<file path="src/hw/rtl/seci_pkg.sv">
// shared types, constants and codes for the segment energy calibration unit
package seci_pkg;

   localparam int NUM_SEGMENTS_DEF = 32;
   localparam int MAX_POINTS_DEF   = 16;

   typedef enum logic [1:0] {
      OP_APPEND  = 2'd0,
      OP_CONVERT = 2'd1,
      OP_CLEAR   = 2'd2,
      OP_NONE    = 2'd3
   } opcode_type;

   typedef enum logic [2:0] {
      ST_OK            = 3'd0,
      ST_BAD_SEGMENT   = 3'd1,
      ST_FULL          = 3'd2,
      ST_EMPTY         = 3'd3,
      ST_ZERO_INTERVAL = 3'd4
   } status_type;

   typedef struct packed {
      opcode_type         opcode;
      logic [7:0]         segment;
      logic signed [23:0] height;
      logic signed [31:0] point_energy;
   } req_type;

   typedef struct packed {
      logic signed [31:0] energy;
      status_type         status;
   } rsp_type;

   typedef enum logic [3:0] {
      S_IDLE,
      S_DECODE,
      S_LAST_RD,
      S_LAST_CHK,
      S_SEARCH_RD,
      S_SEARCH_CHK,
      S_PAIR_RD0,
      S_PAIR_RD1,
      S_PAIR_CHK,
      S_MUL,
      S_DIV,
      S_FINISH,
      S_RESPOND
   } state_type;

   // controller to datapath
   typedef struct packed {
      logic       load_req;
      logic       append;
      logic       clear;
      logic       rd_last;
      logic       rd_k;
      logic       inc_k;
      logic       set_k_last;
      logic       rd_k_prev;
      logic       latch_hi;
      logic       latch_lo;
      logic       div_start;
      logic       finish;
      logic       respond;
      status_type status;
   } cmd_type;

   // datapath to controller
   typedef struct packed {
      logic       seg_bad;
      logic       full;
      logic       empty;
      logic       q_below_last;
      logic       search_stop;
      logic       k_zero;
      logic       dh_zero;
      logic       div_done;
      opcode_type opcode;
   } sts_type;

endpackage

</file>
<file path="src/hw/rtl/seci_ctrl.sv">
// sequencing state machine for append, clear and convert transactions
module seci_ctrl (
   input  logic              clock,
   input  logic              reset,
   input  logic              start,
   output logic              busy,
   input  seci_pkg::sts_type sts,
   output seci_pkg::cmd_type cmd
);

   seci_pkg::state_type state_ff, state_in;
   seci_pkg::status_type status_ff, status_in;

   always_ff @(posedge clock) begin
      if (reset) begin
         state_ff  <= seci_pkg::S_IDLE;
         status_ff <= seci_pkg::ST_OK;
      end else begin
         state_ff  <= state_in;
         status_ff <= status_in;
      end
   end

   always_comb begin
      state_in  = state_ff;
      status_in = status_ff;
      case (state_ff)
         seci_pkg::S_IDLE: begin
            if (start) state_in = seci_pkg::S_DECODE;
         end
         seci_pkg::S_DECODE: begin
            status_in = seci_pkg::ST_OK;
            state_in  = seci_pkg::S_RESPOND;
            case (sts.opcode)
               seci_pkg::OP_APPEND: begin
                  if (sts.seg_bad) status_in = seci_pkg::ST_BAD_SEGMENT;
                  else if (sts.full) status_in = seci_pkg::ST_FULL;
               end
               seci_pkg::OP_CONVERT: begin
                  if (sts.seg_bad) status_in = seci_pkg::ST_BAD_SEGMENT;
                  else if (sts.empty) status_in = seci_pkg::ST_EMPTY;
                  else state_in = seci_pkg::S_LAST_RD;
               end
               default: ;
            endcase
         end
         seci_pkg::S_LAST_RD:  state_in = seci_pkg::S_LAST_CHK;
         seci_pkg::S_LAST_CHK: begin
            if (sts.q_below_last) state_in = seci_pkg::S_SEARCH_RD;
            else state_in = seci_pkg::S_PAIR_RD0;
         end
         seci_pkg::S_SEARCH_RD:  state_in = seci_pkg::S_SEARCH_CHK;
         seci_pkg::S_SEARCH_CHK: begin
            if (sts.search_stop) state_in = seci_pkg::S_PAIR_RD0;
            else state_in = seci_pkg::S_SEARCH_RD;
         end
         seci_pkg::S_PAIR_RD0: begin
            if (sts.k_zero) state_in = seci_pkg::S_RESPOND;
            else state_in = seci_pkg::S_PAIR_RD1;
         end
         seci_pkg::S_PAIR_RD1: state_in = seci_pkg::S_PAIR_CHK;
         seci_pkg::S_PAIR_CHK: begin
            if (sts.dh_zero) begin
               status_in = seci_pkg::ST_ZERO_INTERVAL;
               state_in  = seci_pkg::S_RESPOND;
            end else begin
               state_in = seci_pkg::S_MUL;
            end
         end
         seci_pkg::S_MUL: state_in = seci_pkg::S_DIV;
         seci_pkg::S_DIV: begin
            if (sts.div_done) state_in = seci_pkg::S_FINISH;
         end
         seci_pkg::S_FINISH:  state_in = seci_pkg::S_RESPOND;
         seci_pkg::S_RESPOND: state_in = seci_pkg::S_IDLE;
         default: state_in = seci_pkg::S_IDLE;
      endcase
   end

   always_comb begin
      cmd            = '0;
      cmd.status     = status_ff;
      busy           = (state_ff != seci_pkg::S_IDLE);
      case (state_ff)
         seci_pkg::S_IDLE: cmd.load_req = start;
         seci_pkg::S_DECODE: begin
            cmd.append = (sts.opcode == seci_pkg::OP_APPEND) && !sts.seg_bad && !sts.full;
            cmd.clear  = (sts.opcode == seci_pkg::OP_CLEAR);
         end
         seci_pkg::S_LAST_RD:  cmd.rd_last = 1'b1;
         seci_pkg::S_LAST_CHK: cmd.set_k_last = !sts.q_below_last;
         seci_pkg::S_SEARCH_RD: cmd.rd_k = 1'b1;
         seci_pkg::S_SEARCH_CHK: cmd.inc_k = !sts.search_stop;
         seci_pkg::S_PAIR_RD0: begin
            cmd.rd_k     = !sts.k_zero;
            cmd.latch_lo = 1'b0;
         end
         seci_pkg::S_PAIR_RD1: begin
            cmd.latch_hi  = 1'b1;
            cmd.rd_k_prev = 1'b1;
         end
         seci_pkg::S_PAIR_CHK: cmd.latch_lo = 1'b1;
         // product goes straight into the divider
         seci_pkg::S_MUL:      cmd.div_start = 1'b1;
         seci_pkg::S_FINISH:   cmd.finish = 1'b1;
         seci_pkg::S_RESPOND:  cmd.respond = 1'b1;
         default: ;
      endcase
   end

endmodule

</file>
<file path="config.mk">
export PLATFORM = sky130hd
export DESIGN_NAME = seci_ctrl
export DESIGN_NICKNAME = d
export VERILOG_FILES = /design/src/hw/rtl/seci_pkg.sv /design/src/hw/rtl/seci_ctrl.sv
export SDC_FILE = /design/constraint.sdc
export NUM_CORES = 1
export LEC_CHECK = 0
export BUFFER_PORTS_ARGS = -buffer_cell sky130_fd_sc_hd__buf_2
export CAP_MARGIN = 20
export CORE_MARGIN = 2
export CORE_UTILIZATION = 42
export CTS_CLUSTER_DIAMETER = 30
export DETAILED_ROUTE_END_ITERATION = 16
export PLACE_DENSITY = 0.88
export SYNTH_ARGS = -nofsm -noshare
export SYNTH_HDL_FRONTEND = slang
export SYNTH_SLANG_ARGS = --single-unit
</file>
<file path="constraint.sdc">
create_clock -name clock -period 2 [get_ports clock]
set_input_delay 0.3 -clock clock [delete_from_list [all_inputs] [get_ports clock]]
set_output_delay 0.3 -clock clock [all_outputs]
set_load 0.03 [all_outputs]
</file>
==> impl_metrics.env, run 1 <==
export IMPL_first_iter_violations=36
export IMPL_dr_pass1_iters=4
export IMPL_row_count=13
export IMPL_timing_fmax_mhz=517
export IMPL_synth_async_reset_ratio_pct=0
export IMPL_ys_types=31
export IMPL_postCtsHoldBufs=0
export IMPL_arrival_ps=1640
export IMPL_critical_path_class="register to output port"
export IMPL_fp_coreArea_um2=1250
export IMPL_io_pins=30
export IMPL_dpl_cell_area_um2=708
export IMPL_netlist_area_um2=549
export IMPL_antennaDiodeCount=0
export IMPL_cts_sinks=7
export IMPL_grt_pass1_vias=541
export IMPL_gp_congestion=0.825
export IMPL_hold_viol=0
export IMPL_tightest_slew_ps=309
export IMPL_final_nets=115
export IMPL_grtUsageTotal_pct=21.8
export IMPL_final_min_clock_period_ps=1940
export IMPL_setup_viol=0
export IMPL_drc_errors=0
export IMPL_initial_utilization_pct=43.9
export IMPL_grt_max_degree=16
export IMPL_ctsResizeCount=1
export IMPL_crit_required_ps=1700
export IMPL_reg2reg_slack_ps=370
export IMPL_cap_violations=0
export IMPL_antenna_found_initial=0
export IMPL_hold_end="status_ff[1]"
export IMPL_report_final_slew_viol_count=0
export IMPL_die_area_um2=1610
export IMPL_p_per_area_nw_per_um2=1220
export IMPL_port_buffers=29
export IMPL_cts_tree="yes"
export IMPL_clock_skew_ps=17.5
export IMPL_numCtsBuffers=3
export IMPL_wl_per_cell_um=13.4
export IMPL_place_inst=112
export IMPL_design_area_um2=741
export IMPL_relSlewSlack_pct=79.1
export IMPL_pre_cts_ws_ps=259
export IMPL_avgViaCountPerCell=5.70
export IMPL_fin_cells=116
export IMPL_rr_worst_depth=3
export IMPL_routed_wl_um=1550
export IMPL_hold_worst_slack_ps=310
export IMPL_grt_ovfl_total=0
export IMPL_synth_seq_cells=7
export IMPL_holdPathStages=2
export IMPL_critPathCaptureType="output port"
export IMPL_synth_edff_count=0
export IMPL_r2r_start="state_ff[1]"
export IMPL_p_leak_nw=0.345
export IMPL_rsz0062_at_grt="false"
export IMPL_yosys_most_used_dff="dfxtp_1"
export IMPL_syn_nets=85
export IMPL_dpl_hpwl_um=1160
export IMPL_outcome="finished, final reports clean"
export IMPL_r2r_end="status_ff[1]"
export IMPL_clock_tree_root_cell="clkbuf_4"
export IMPL_vias=661
export IMPL_post_cts_setup_buffer_count=0
export IMPL_htree_levels=1
export IMPL_drive_gt1_share_pct=41.6
export IMPL_grt_pass1_wl_um=2320
export IMPL_timing_final_crit_share_pct=96.8
export IMPL_final_setup_tns_ps=0
export IMPL_min_from="reset"
export IMPL_syn_inst=72
export IMPL_antenna_left=0
export IMPL_fillers=98
export IMPL_clockBufferDepth=2
export IMPL_yosysWarningCount=0
export IMPL_cp_max_fo=9
export IMPL_synthToLayoutAreaGrowth_pct=34.9
export IMPL_ir_drop_uv=760
export IMPL_die_h_um=40.2
export IMPL_crit_path_start_kind="register"
export IMPL_clk_latency_ps=260
export IMPL_cts_clk_slew_worst_paths_ps=60
export IMPL_worst_slack_ps=64.4
export IMPL_syn_mean_instance_area_um2=7.63
export IMPL_hold_path_class="primary input to register"
export IMPL_dieWidth_um=40.2
export IMPL_synth_seq_area_share_pct=25.5
[worst max-delay path by stage]
stage                            from     endpoint
after CTS                 state_ff[1]      cmd[14]
after detailed placement  state_ff[1]      cmd[14]
after global placement    state_ff[1]      cmd[14]
after global routing      state_ff[1]      cmd[13]
final                     state_ff[1]      cmd[14]
after floorplan           state_ff[3]  state_ff[1]
[synth_stat cells, types with 2 or more instances]
library cell  number  area share, %
or4b_1             2            3.6
a21oi_1            5            4.6
o21a_1             2            2.7
nor3_1             2            1.8
nor2_1             5            3.4
dfxtp_1            7             26
inv_1              3            2.0
o211ai_1           4            5.5
clkbuf_1           4            2.7
or2_2              2            2.3
nand2_1            2            1.4
nor3b_1            5            6.8
a31oi_1            2            2.3
a211oi_1           2            2.7
and3_1             2            2.3
nor4_1             2            2.3
buf_2              2            1.8
buf_4              2            2.7
nand2b_1           2            2.3
o21ai_0            2            1.8
or3_1              3            3.4
[cell families (layout without fill, tap and decap cells)]
group,after synthesis,count (layout),share of synthesized area (%)
AO/OA/AOI/OAI,18,18,21.2
buffers and inverters,11,40,9.34
flip-flops,7,7,25.5
multiplexers,2,2,3.87
AND/OR/NAND/NOR,34,34,40.1
[power breakdown]
part | switching (mW) | internal, mW | total (mW)
combinational | 0.363 | 0.206 | 0.568
sequential | 0.0271 | 0.175 | 0.202
clock | 0.0559 | 0.0763 | 0.132
[stage by stage]
stage	utilization (%)	power [mW]
6_report	59.1	0.902
3_5_place_dp	56.5	0.750
4_1_cts	58.9	0.894
2_1_floorplan	-	0.604
3_3_place_gp	56.5	0.731
5_1_grt	59.1	0.971
[flip-flops by register name (all words and copies together), names as in the netlist]
name	count
status_ff	3
state_ff	4
[cell usage in the layout, fill, tap and decap left out]
| cell type | synthesis | routed |
|---|---|---|
| mux2_2 | 1 | 1 |
| buf_4 | 2 | 4 |
| buf_2 | 2 | 28 |
| nor3_1 | 2 | 2 |
| nor2_1 | 5 | 5 |
| dfxtp_1 | 7 | 7 |
| or2_2 | 2 | 2 |
| nor3b_1 | 5 | 4 |
| a21oi_1 | 5 | 5 |
| inv_1 | 3 | 3 |
| and3_1 | 2 | 2 |
| nor3b_2 | 0 | 1 |
| nand2_1 | 2 | 2 |
| o21ai_0 | 2 | 2 |
| a211oi_1 | 2 | 2 |
| o21a_1 | 2 | 2 |
| o211ai_1 | 4 | 4 |
| or4b_1 | 2 | 1 |
| clkbuf_1 | 4 | 1 |
| nor4b_1 | 1 | 1 |
| a31oi_1 | 2 | 2 |
| or4b_4 | 0 | 1 |
| a221oi_1 | 1 | 1 |
| nor4bb_1 | 1 | 1 |
| nor4_1 | 2 | 2 |
| mux2i_1 | 1 | 1 |
| nand2b_1 | 2 | 2 |
| or4_1 | 1 | 1 |
| clkbuf_4 | 0 | 4 |
| nand3_1 | 1 | 1 |
| and2b_1 | 1 | 1 |
| and3b_1 | 1 | 1 |
| or3_1 | 3 | 3 |
| or4b_2 | 1 | 1 |
[critical path, stage by stage (launching register included)]
cell and delay [ps]:
dfxtp_1 380, or4b_4 610, nor3_1 180, buf_2 220
[final cells by class]
type,instances,area [um^2],share of cell area (%)
multi-input combinational,54,367,49.5
inverter,3,11.3,1.52
timing repair buffer,33,178,24.0
sequential,7,140,18.9
clock buffer,4,26.3,3.55
tap,15,18.8,2.53
[routing by layer]
layer	global-route usage [%]	part of all wire, %	up-vias
met5	0	0	-
met4	11.2	1.2	0
met1	27.9	42	304
met3	5.56	6.3	2
met2	33.5	50	28
li1	-	-	327
Power figures use the tool's default switching activity.
==> run 2, diff against run 1 <==
--- a/config.mk
+++ b/config.mk
@@ -8,10 +8,10 @@
 export BUFFER_PORTS_ARGS = -buffer_cell sky130_fd_sc_hd__buf_2
 export CAP_MARGIN = 20
 export CORE_MARGIN = 2
-export CORE_UTILIZATION = 42
+export CORE_UTILIZATION = 38
 export CTS_CLUSTER_DIAMETER = 30
 export DETAILED_ROUTE_END_ITERATION = 16
-export PLACE_DENSITY = 0.88
+export PLACE_DENSITY_LB_ADDON = 0.12
 export SYNTH_ARGS = -nofsm -noshare
 export SYNTH_HDL_FRONTEND = slang
 export SYNTH_SLANG_ARGS = --single-unit
==> constraint.sdc (replaced) <==
create_clock -name clock -period 1.75 [get_ports clock]
set_input_delay 0.2625 -clock clock [delete_from_list [all_inputs] [get_ports clock]]
set_output_delay 0.2625 -clock clock [all_outputs]
set_load 0.03 [all_outputs]
==> run 2 against run 1 <==
Via count shrank 0.61%. Sequential power grew 15%. Worst setup slack lost 60 ps. First-iteration DRC count shrank 83%. Worst hold slack lost 25 ps. Die area grew 9.4%. Final cell count grew 2.6%. Highest routed layer unchanged. Power grew 22%. Routed wire length is essentially flat. Critical path depth is the same. Clock skew shrank 16 ps. Utilization grew 1.7 points.
==> impl_metrics.env, run 2 (synthesis results as in run 1) <==
export IMPL_cts_clk_slew_worst_paths_ps=50
export IMPL_critPathCaptureType="output port"
export IMPL_rsz0062_at_grt="true"
export IMPL_synthToLayoutAreaGrowth_pct=47.8
export IMPL_antennaDiodeCount=0
export IMPL_grt_ovfl_total=0
export IMPL_vias=657
export IMPL_cp_max_fo=3
export IMPL_grt_pass1_vias=582
export IMPL_finalPower_mw=1.10
export IMPL_grtUsageTotal_pct=18.8
export IMPL_dpl_hpwl_um=1080
export IMPL_layout_common_cells="buf_2, buf_4, nor2_1, a21oi_1, dfxtp_1"
export IMPL_timing_critical_path_slowest_stage_cell="or4b_4"
export IMPL_relSlewSlack_pct=84.1
export IMPL_crit_path_start_kind="register"
export IMPL_io_pins=30
export IMPL_initial_utilization_pct=41.2
export IMPL_final_common_cell="buf_2"
export IMPL_die_area_um2=1770
export IMPL_clk_latency_ps=250
export IMPL_reg_top3="state_ff (4), status_ff (3)"
export IMPL_antenna_left=0
export IMPL_crit_required_ps=1490
export IMPL_drc_errors=0
export IMPL_fp_coreArea_um2=1330
export IMPL_slowest_delay_ps=560
export IMPL_numCtsBuffers=3
export IMPL_grt_max_degree=16
export IMPL_worstPathCellList="or4b_4 -> nor3b_2 -> buf_4"
export IMPL_dieWidth_um=42.0
export IMPL_outcome="finished, final reports clean"
export IMPL_drive_gt1_share_pct=51.9
export IMPL_final_min_clock_period_ps=1750
export IMPL_first_iter_violations=6
export IMPL_tightest_slew_ps=235
export IMPL_largest_reg_flops=4
export IMPL_wl_per_cell_um=13.0
export IMPL_port_buffers=29
export IMPL_design_area_um2=812
export IMPL_p_per_area_nw_per_um2=1350
export IMPL_antenna_found_initial=0
export IMPL_clockBufferDepth=2
export IMPL_largest_register="state_ff"
export IMPL_row_count=13
export IMPL_arrival_ps=1480
export IMPL_ir_drop_uv=785
export IMPL_gp_congestion=0.720
export IMPL_setup_viol=0
export IMPL_timing_fmax_mhz=573
export IMPL_rr_worst_depth=4
export IMPL_worst_path_stages=3
export IMPL_die_h_um=42.0
export IMPL_hold_viol=0
export IMPL_pre_cts_ws_ps=45.7
export IMPL_htree_levels=1
export IMPL_dpl_cell_area_um2=752
export IMPL_timing_final_crit_share_pct=99.7
export IMPL_report_final_slew_viol_count=0
export IMPL_dr_pass1_iters=4
export IMPL_fillers=126
export IMPL_critPathTopFamily="simple AND/OR/NAND/NOR gates"
export IMPL_final_nets=118
export IMPL_hold_path_class="primary input to register"
export IMPL_p_leak_nw=0.366
export IMPL_routed_wl_um=1550
export IMPL_holdPathStages=2
export IMPL_cts_tree="yes"
export IMPL_worst_slack_ps=4.84
export IMPL_avgViaCountPerCell=5.52
export IMPL_clock_tree_root_cell="clkbuf_4"
export IMPL_worst_path_buf_inv=1
export IMPL_grt_pass1_wl_um=2550
export IMPL_cts_sinks=7
export IMPL_cap_violations=0
export IMPL_critical_path_class="register to output port"
export IMPL_clock_skew_ps=1.08
## run 2: changes by cell type in the layout (fill, tap and decap cells not counted), moves of 2 or more
| cell | change |
|---|---|
| buf_2 | -3 |
| dfxtp_2 | +2 |
| dfxtp_1 | -2 |
| buf_4 | +6 |
## run 2: final timing paths
check,slack (ps),end,start
worst min-delay path,280,state_ff[3],reset
worst min register to register,480,status_ff[2],status_ff[2]
worst max register to register,40,status_ff[1],state_ff[3]
worst max-delay path,5,cmd[13],state_ff[3]
## run 2: worst register-to-register path: cells and delay by family (launching register included)
| kind | cells | cell delay, ps |
|---|---|---|
| AOI/OAI and AO/OA | 1 | 130 |
| and+or+nand+nor | 2 | 1030 |
| buffers and inverters | 1 | 170 |
| DFF | 1 | 320 |
## run 2: per-layer routing
| metal | GRT usage [%] | wire, um | part of all wire [%] | vias to the layer above |
|---|---|---|---|---|
| met1 | 22.7 | 680 | 44 | 295 |
| li1 | - | - | - | 333 |
| met4 | 10.0 | 38 | 2.5 | 0 |
| met2 | 30.0 | 717 | 46 | 25 |
| met5 | 0 | 0 | 0 | - |
| met3 | 5.60 | 113 | 7.3 | 4 |
## run 2: through the flow
stage          hold slack, ps  TNS (ps)  std cells  utilization, %
4_1_cts                   289         0        119            59.6
3_5_place_dp              461         0        114            56.4
2_1_floorplan             441         0         72               -
3_3_place_gp              455         0        114            56.4
5_1_grt                   302      -191        119            60.9
6_report                  285         0        119            60.9
## run 2: where the power goes
group / switching [mW] / internal [mW] / total (mW)
sequential: 0.0308 / 0.202 / 0.233
combinational: 0.427 / 0.288 / 0.715
clock: 0.0626 / 0.0872 / 0.150
## run 2: layout make-up
| class | instances | area [um^2] | share of cell area [%] |
|---|---|---|---|
| timing repair buffer | 36 | 211 | 26.0 |
| sequential | 7 | 143 | 17.6 |
| tap | 15 | 18.8 | 2.31 |
| inverter | 3 | 11.3 | 1.39 |
| multi-input combinational | 54 | 402 | 49.5 |
| clock buffer | 4 | 26.3 | 3.24 |
## run 2: repair_timing
action / CTS / global route
buffers inserted: 1 / 0
gates resized for setup: 3 / 8
hold buffers: 0 / 0
pin swaps: 2 / 0
setup endpoints to repair: 2 / 6
==> run 3, diff against run 2 <==
--- a/config.mk
+++ b/config.mk
@@ -11,7 +11,8 @@
 export CORE_UTILIZATION = 38
 export CTS_CLUSTER_DIAMETER = 30
 export DETAILED_ROUTE_END_ITERATION = 16
-export PLACE_DENSITY_LB_ADDON = 0.12
+export PLACE_DENSITY_LB_ADDON = 0.2
+export SLEW_MARGIN = 20
 export SYNTH_ARGS = -nofsm -noshare
 export SYNTH_HDL_FRONTEND = slang
 export SYNTH_SLANG_ARGS = --single-unit
==> run 3 against run 2 <==
The run now ends with negative setup slack left. Power is 1.3% higher. Die area is the same. Count of clock-buffer cells in the layout unchanged. Highest routed layer is now met3. Worst hold slack gained 17 ps. Clock power down 7%. Routed wire length shrank 2.1%.
==> impl_metrics.env, run 3 (synthesis results as in run 1) <==
export IMPL_final_min_clock_period_ps=1750
export IMPL_reg2reg_slack_ps=30
export IMPL_slowest_delay_ps=570
export IMPL_rsz0062_at_grt="true"
export IMPL_clock_tree_root_cell="clkbuf_4"
export IMPL_die_h_um=42.0
export IMPL_outcome="complete, but fails checks"
export IMPL_hold_viol=0
export IMPL_antenna_left=0
export IMPL_p_leak_nw=0.371
export IMPL_cts_sinks=7
export IMPL_grt_pass1_vias=577
export IMPL_io_pins=30
export IMPL_antennaDiodeCount=0
export IMPL_layout_common_cells="buf_2, buf_4, nor2_1, dfxtp_1"
export IMPL_largest_register="state_ff"
export IMPL_vias=666
export IMPL_hold_end="status_ff[1]"
export IMPL_dr_pass1_iters=4
export IMPL_relSlewSlack_pct=83.0
export IMPL_largest_reg_flops=4
export IMPL_timing_final_crit_share_pct=100
export IMPL_grt_max_degree=14
export IMPL_critPathCaptureType="output port"
export IMPL_hold_path_class="primary input to register"
export IMPL_clk_latency_ps=250
export IMPL_crit_path_start_kind="register"
export IMPL_timing_fmax_mhz=571
export IMPL_gp_congestion=0.738
export IMPL_violations="negative setup slack"
export IMPL_dpl_hpwl_um=1100
export IMPL_tightest_slew_ps=251
export IMPL_worstPathCellList="or4b_4 -> nor3b_2 -> buf_4"
export IMPL_timing_critical_path_slowest_stage_cell="or4b_4"
export IMPL_row_count=13
export IMPL_drc_errors=0
export IMPL_arrival_ps=1490
export IMPL_antenna_found_initial=0
export IMPL_cap_violations=0
export IMPL_report_final_slew_viol_count=0
export IMPL_clockBufferDepth=2
export IMPL_r2r_start="state_ff[1]"
export IMPL_fp_coreArea_um2=1330
export IMPL_holdPathStages=2
export IMPL_grtUsageTotal_pct=17.3
export IMPL_crit_required_ps=1490
export IMPL_routed_wl_um=1520
export IMPL_final_nets=119
export IMPL_final_common_cell="buf_2"
export IMPL_p_per_area_nw_per_um2=1340
export IMPL_clock_skew_ps=1.73
export IMPL_grt_pass1_wl_um=2450
export IMPL_synthToLayoutAreaGrowth_pct=50.8
export IMPL_min_from="reset"
export IMPL_setup_viol=1
export IMPL_place_inst=113
export IMPL_fillers=129
export IMPL_avgViaCountPerCell=5.55
export IMPL_reg_top3="state_ff (4), status_ff (3)"
export IMPL_cts_tree="yes"
export IMPL_port_buffers=29
export IMPL_cp_max_fo=4
export IMPL_critical_path_class="register to output port"
export IMPL_initial_utilization_pct=41.2
export IMPL_first_iter_violations=17
export IMPL_worst_slack_ps=-0.472
export IMPL_r2r_end="status_ff[1]"
export IMPL_htree_levels=1
export IMPL_drive_gt1_share_pct=54.3
export IMPL_numCtsBuffers=3
export IMPL_grt_ovfl_total=0
export IMPL_ir_drop_uv=748
export IMPL_finalPower_mw=1.11
export IMPL_die_area_um2=1770
export IMPL_fin_cells=120
export IMPL_wl_per_cell_um=12.6
export IMPL_dieWidth_um=42.0
export IMPL_rr_worst_depth=4
export IMPL_cts_clk_slew_worst_paths_ps=50
run 3: changes by cell type in the layout (fill, tap and decap cells not counted), sizes merged:
cell	delta
clkbuf	+1
run 3: worst max-delay path: cells and delay by family (launching register included):
family                 cells  cell delay (ps)
AND/OR/NAND/NOR            2              740
flip-flops                 1              330
buffers and inverters      1              170
run 3: routing by layer:
| metal | GRT usage, % | up-vias | wire, um |
|---|---|---|---|
| met5 | 0 | - | 0 |
| met4 | 2.50 | 0 | 0 |
| met3 | 4.31 | 0 | 90 |
| met2 | 27.5 | 26 | 721 |
| met1 | 24.3 | 308 | 704 |
| li1 | - | 332 | - |
run 3: how the worst max path moves through the flow:
| stage | startpoint | to | slack (ps) |
|---|---|---|---|
| detailed placement | state_ff[1] | status_ff[1] | 60 |
| finish | state_ff[1] | cmd[13] | -0.5 |
| global route | state_ff[1] | cmd[13] | -30 |
| floorplan | state_ff[3] | state_ff[1] | 10 |
| global placement | state_ff[1] | status_ff[1] | 100 |
| CTS | state_ff[3] | cmd[14] | 10 |
run 3: repair_timing:
item / 4_1_cts / 5_1_grt
setup endpoints to repair: 2 / 8
resized for setup: 2 / 12
hold buffers: 0 / 0
pin swaps: 2 / 3
setup buffers: 1 / 2
run 3: layout make-up:
cell class / instances / area (um^2) / area share [%]
multi-input cells: 54 / 407 / 49.1
repair buffers: 37 / 223 / 26.9
flip-flops and latches: 7 / 143 / 17.2
clock buffers: 4 / 26.3 / 3.17
well taps: 15 / 18.8 / 2.27
inverters: 3 / 11.3 / 1.36
run 3: power breakdown:
group          switching (mW)  internal, mW
Combinational           0.426         0.307
Clock                  0.0528        0.0866
Sequential             0.0371         0.203
run 3: through the flow:
stage / hold WS, ps / cell area (um^2) / utilization (%) / setup TNS (ps) / setup WS [ps]
2_1_floorplan: 441 / 583 / - / 0 / 12.2
3_5_place_dp: 471 / 744 / 55.8 / 0 / 63.4
4_1_cts: 302 / 785 / 58.8 / 0 / 10.6
6_report: 302 / 828 / 62.1 / -0.472 / -0.472
5_1_grt: 328 / 828 / 62.1 / -81.3 / -32.7
3_3_place_gp: 467 / 744 / 55.8 / 0 / 102
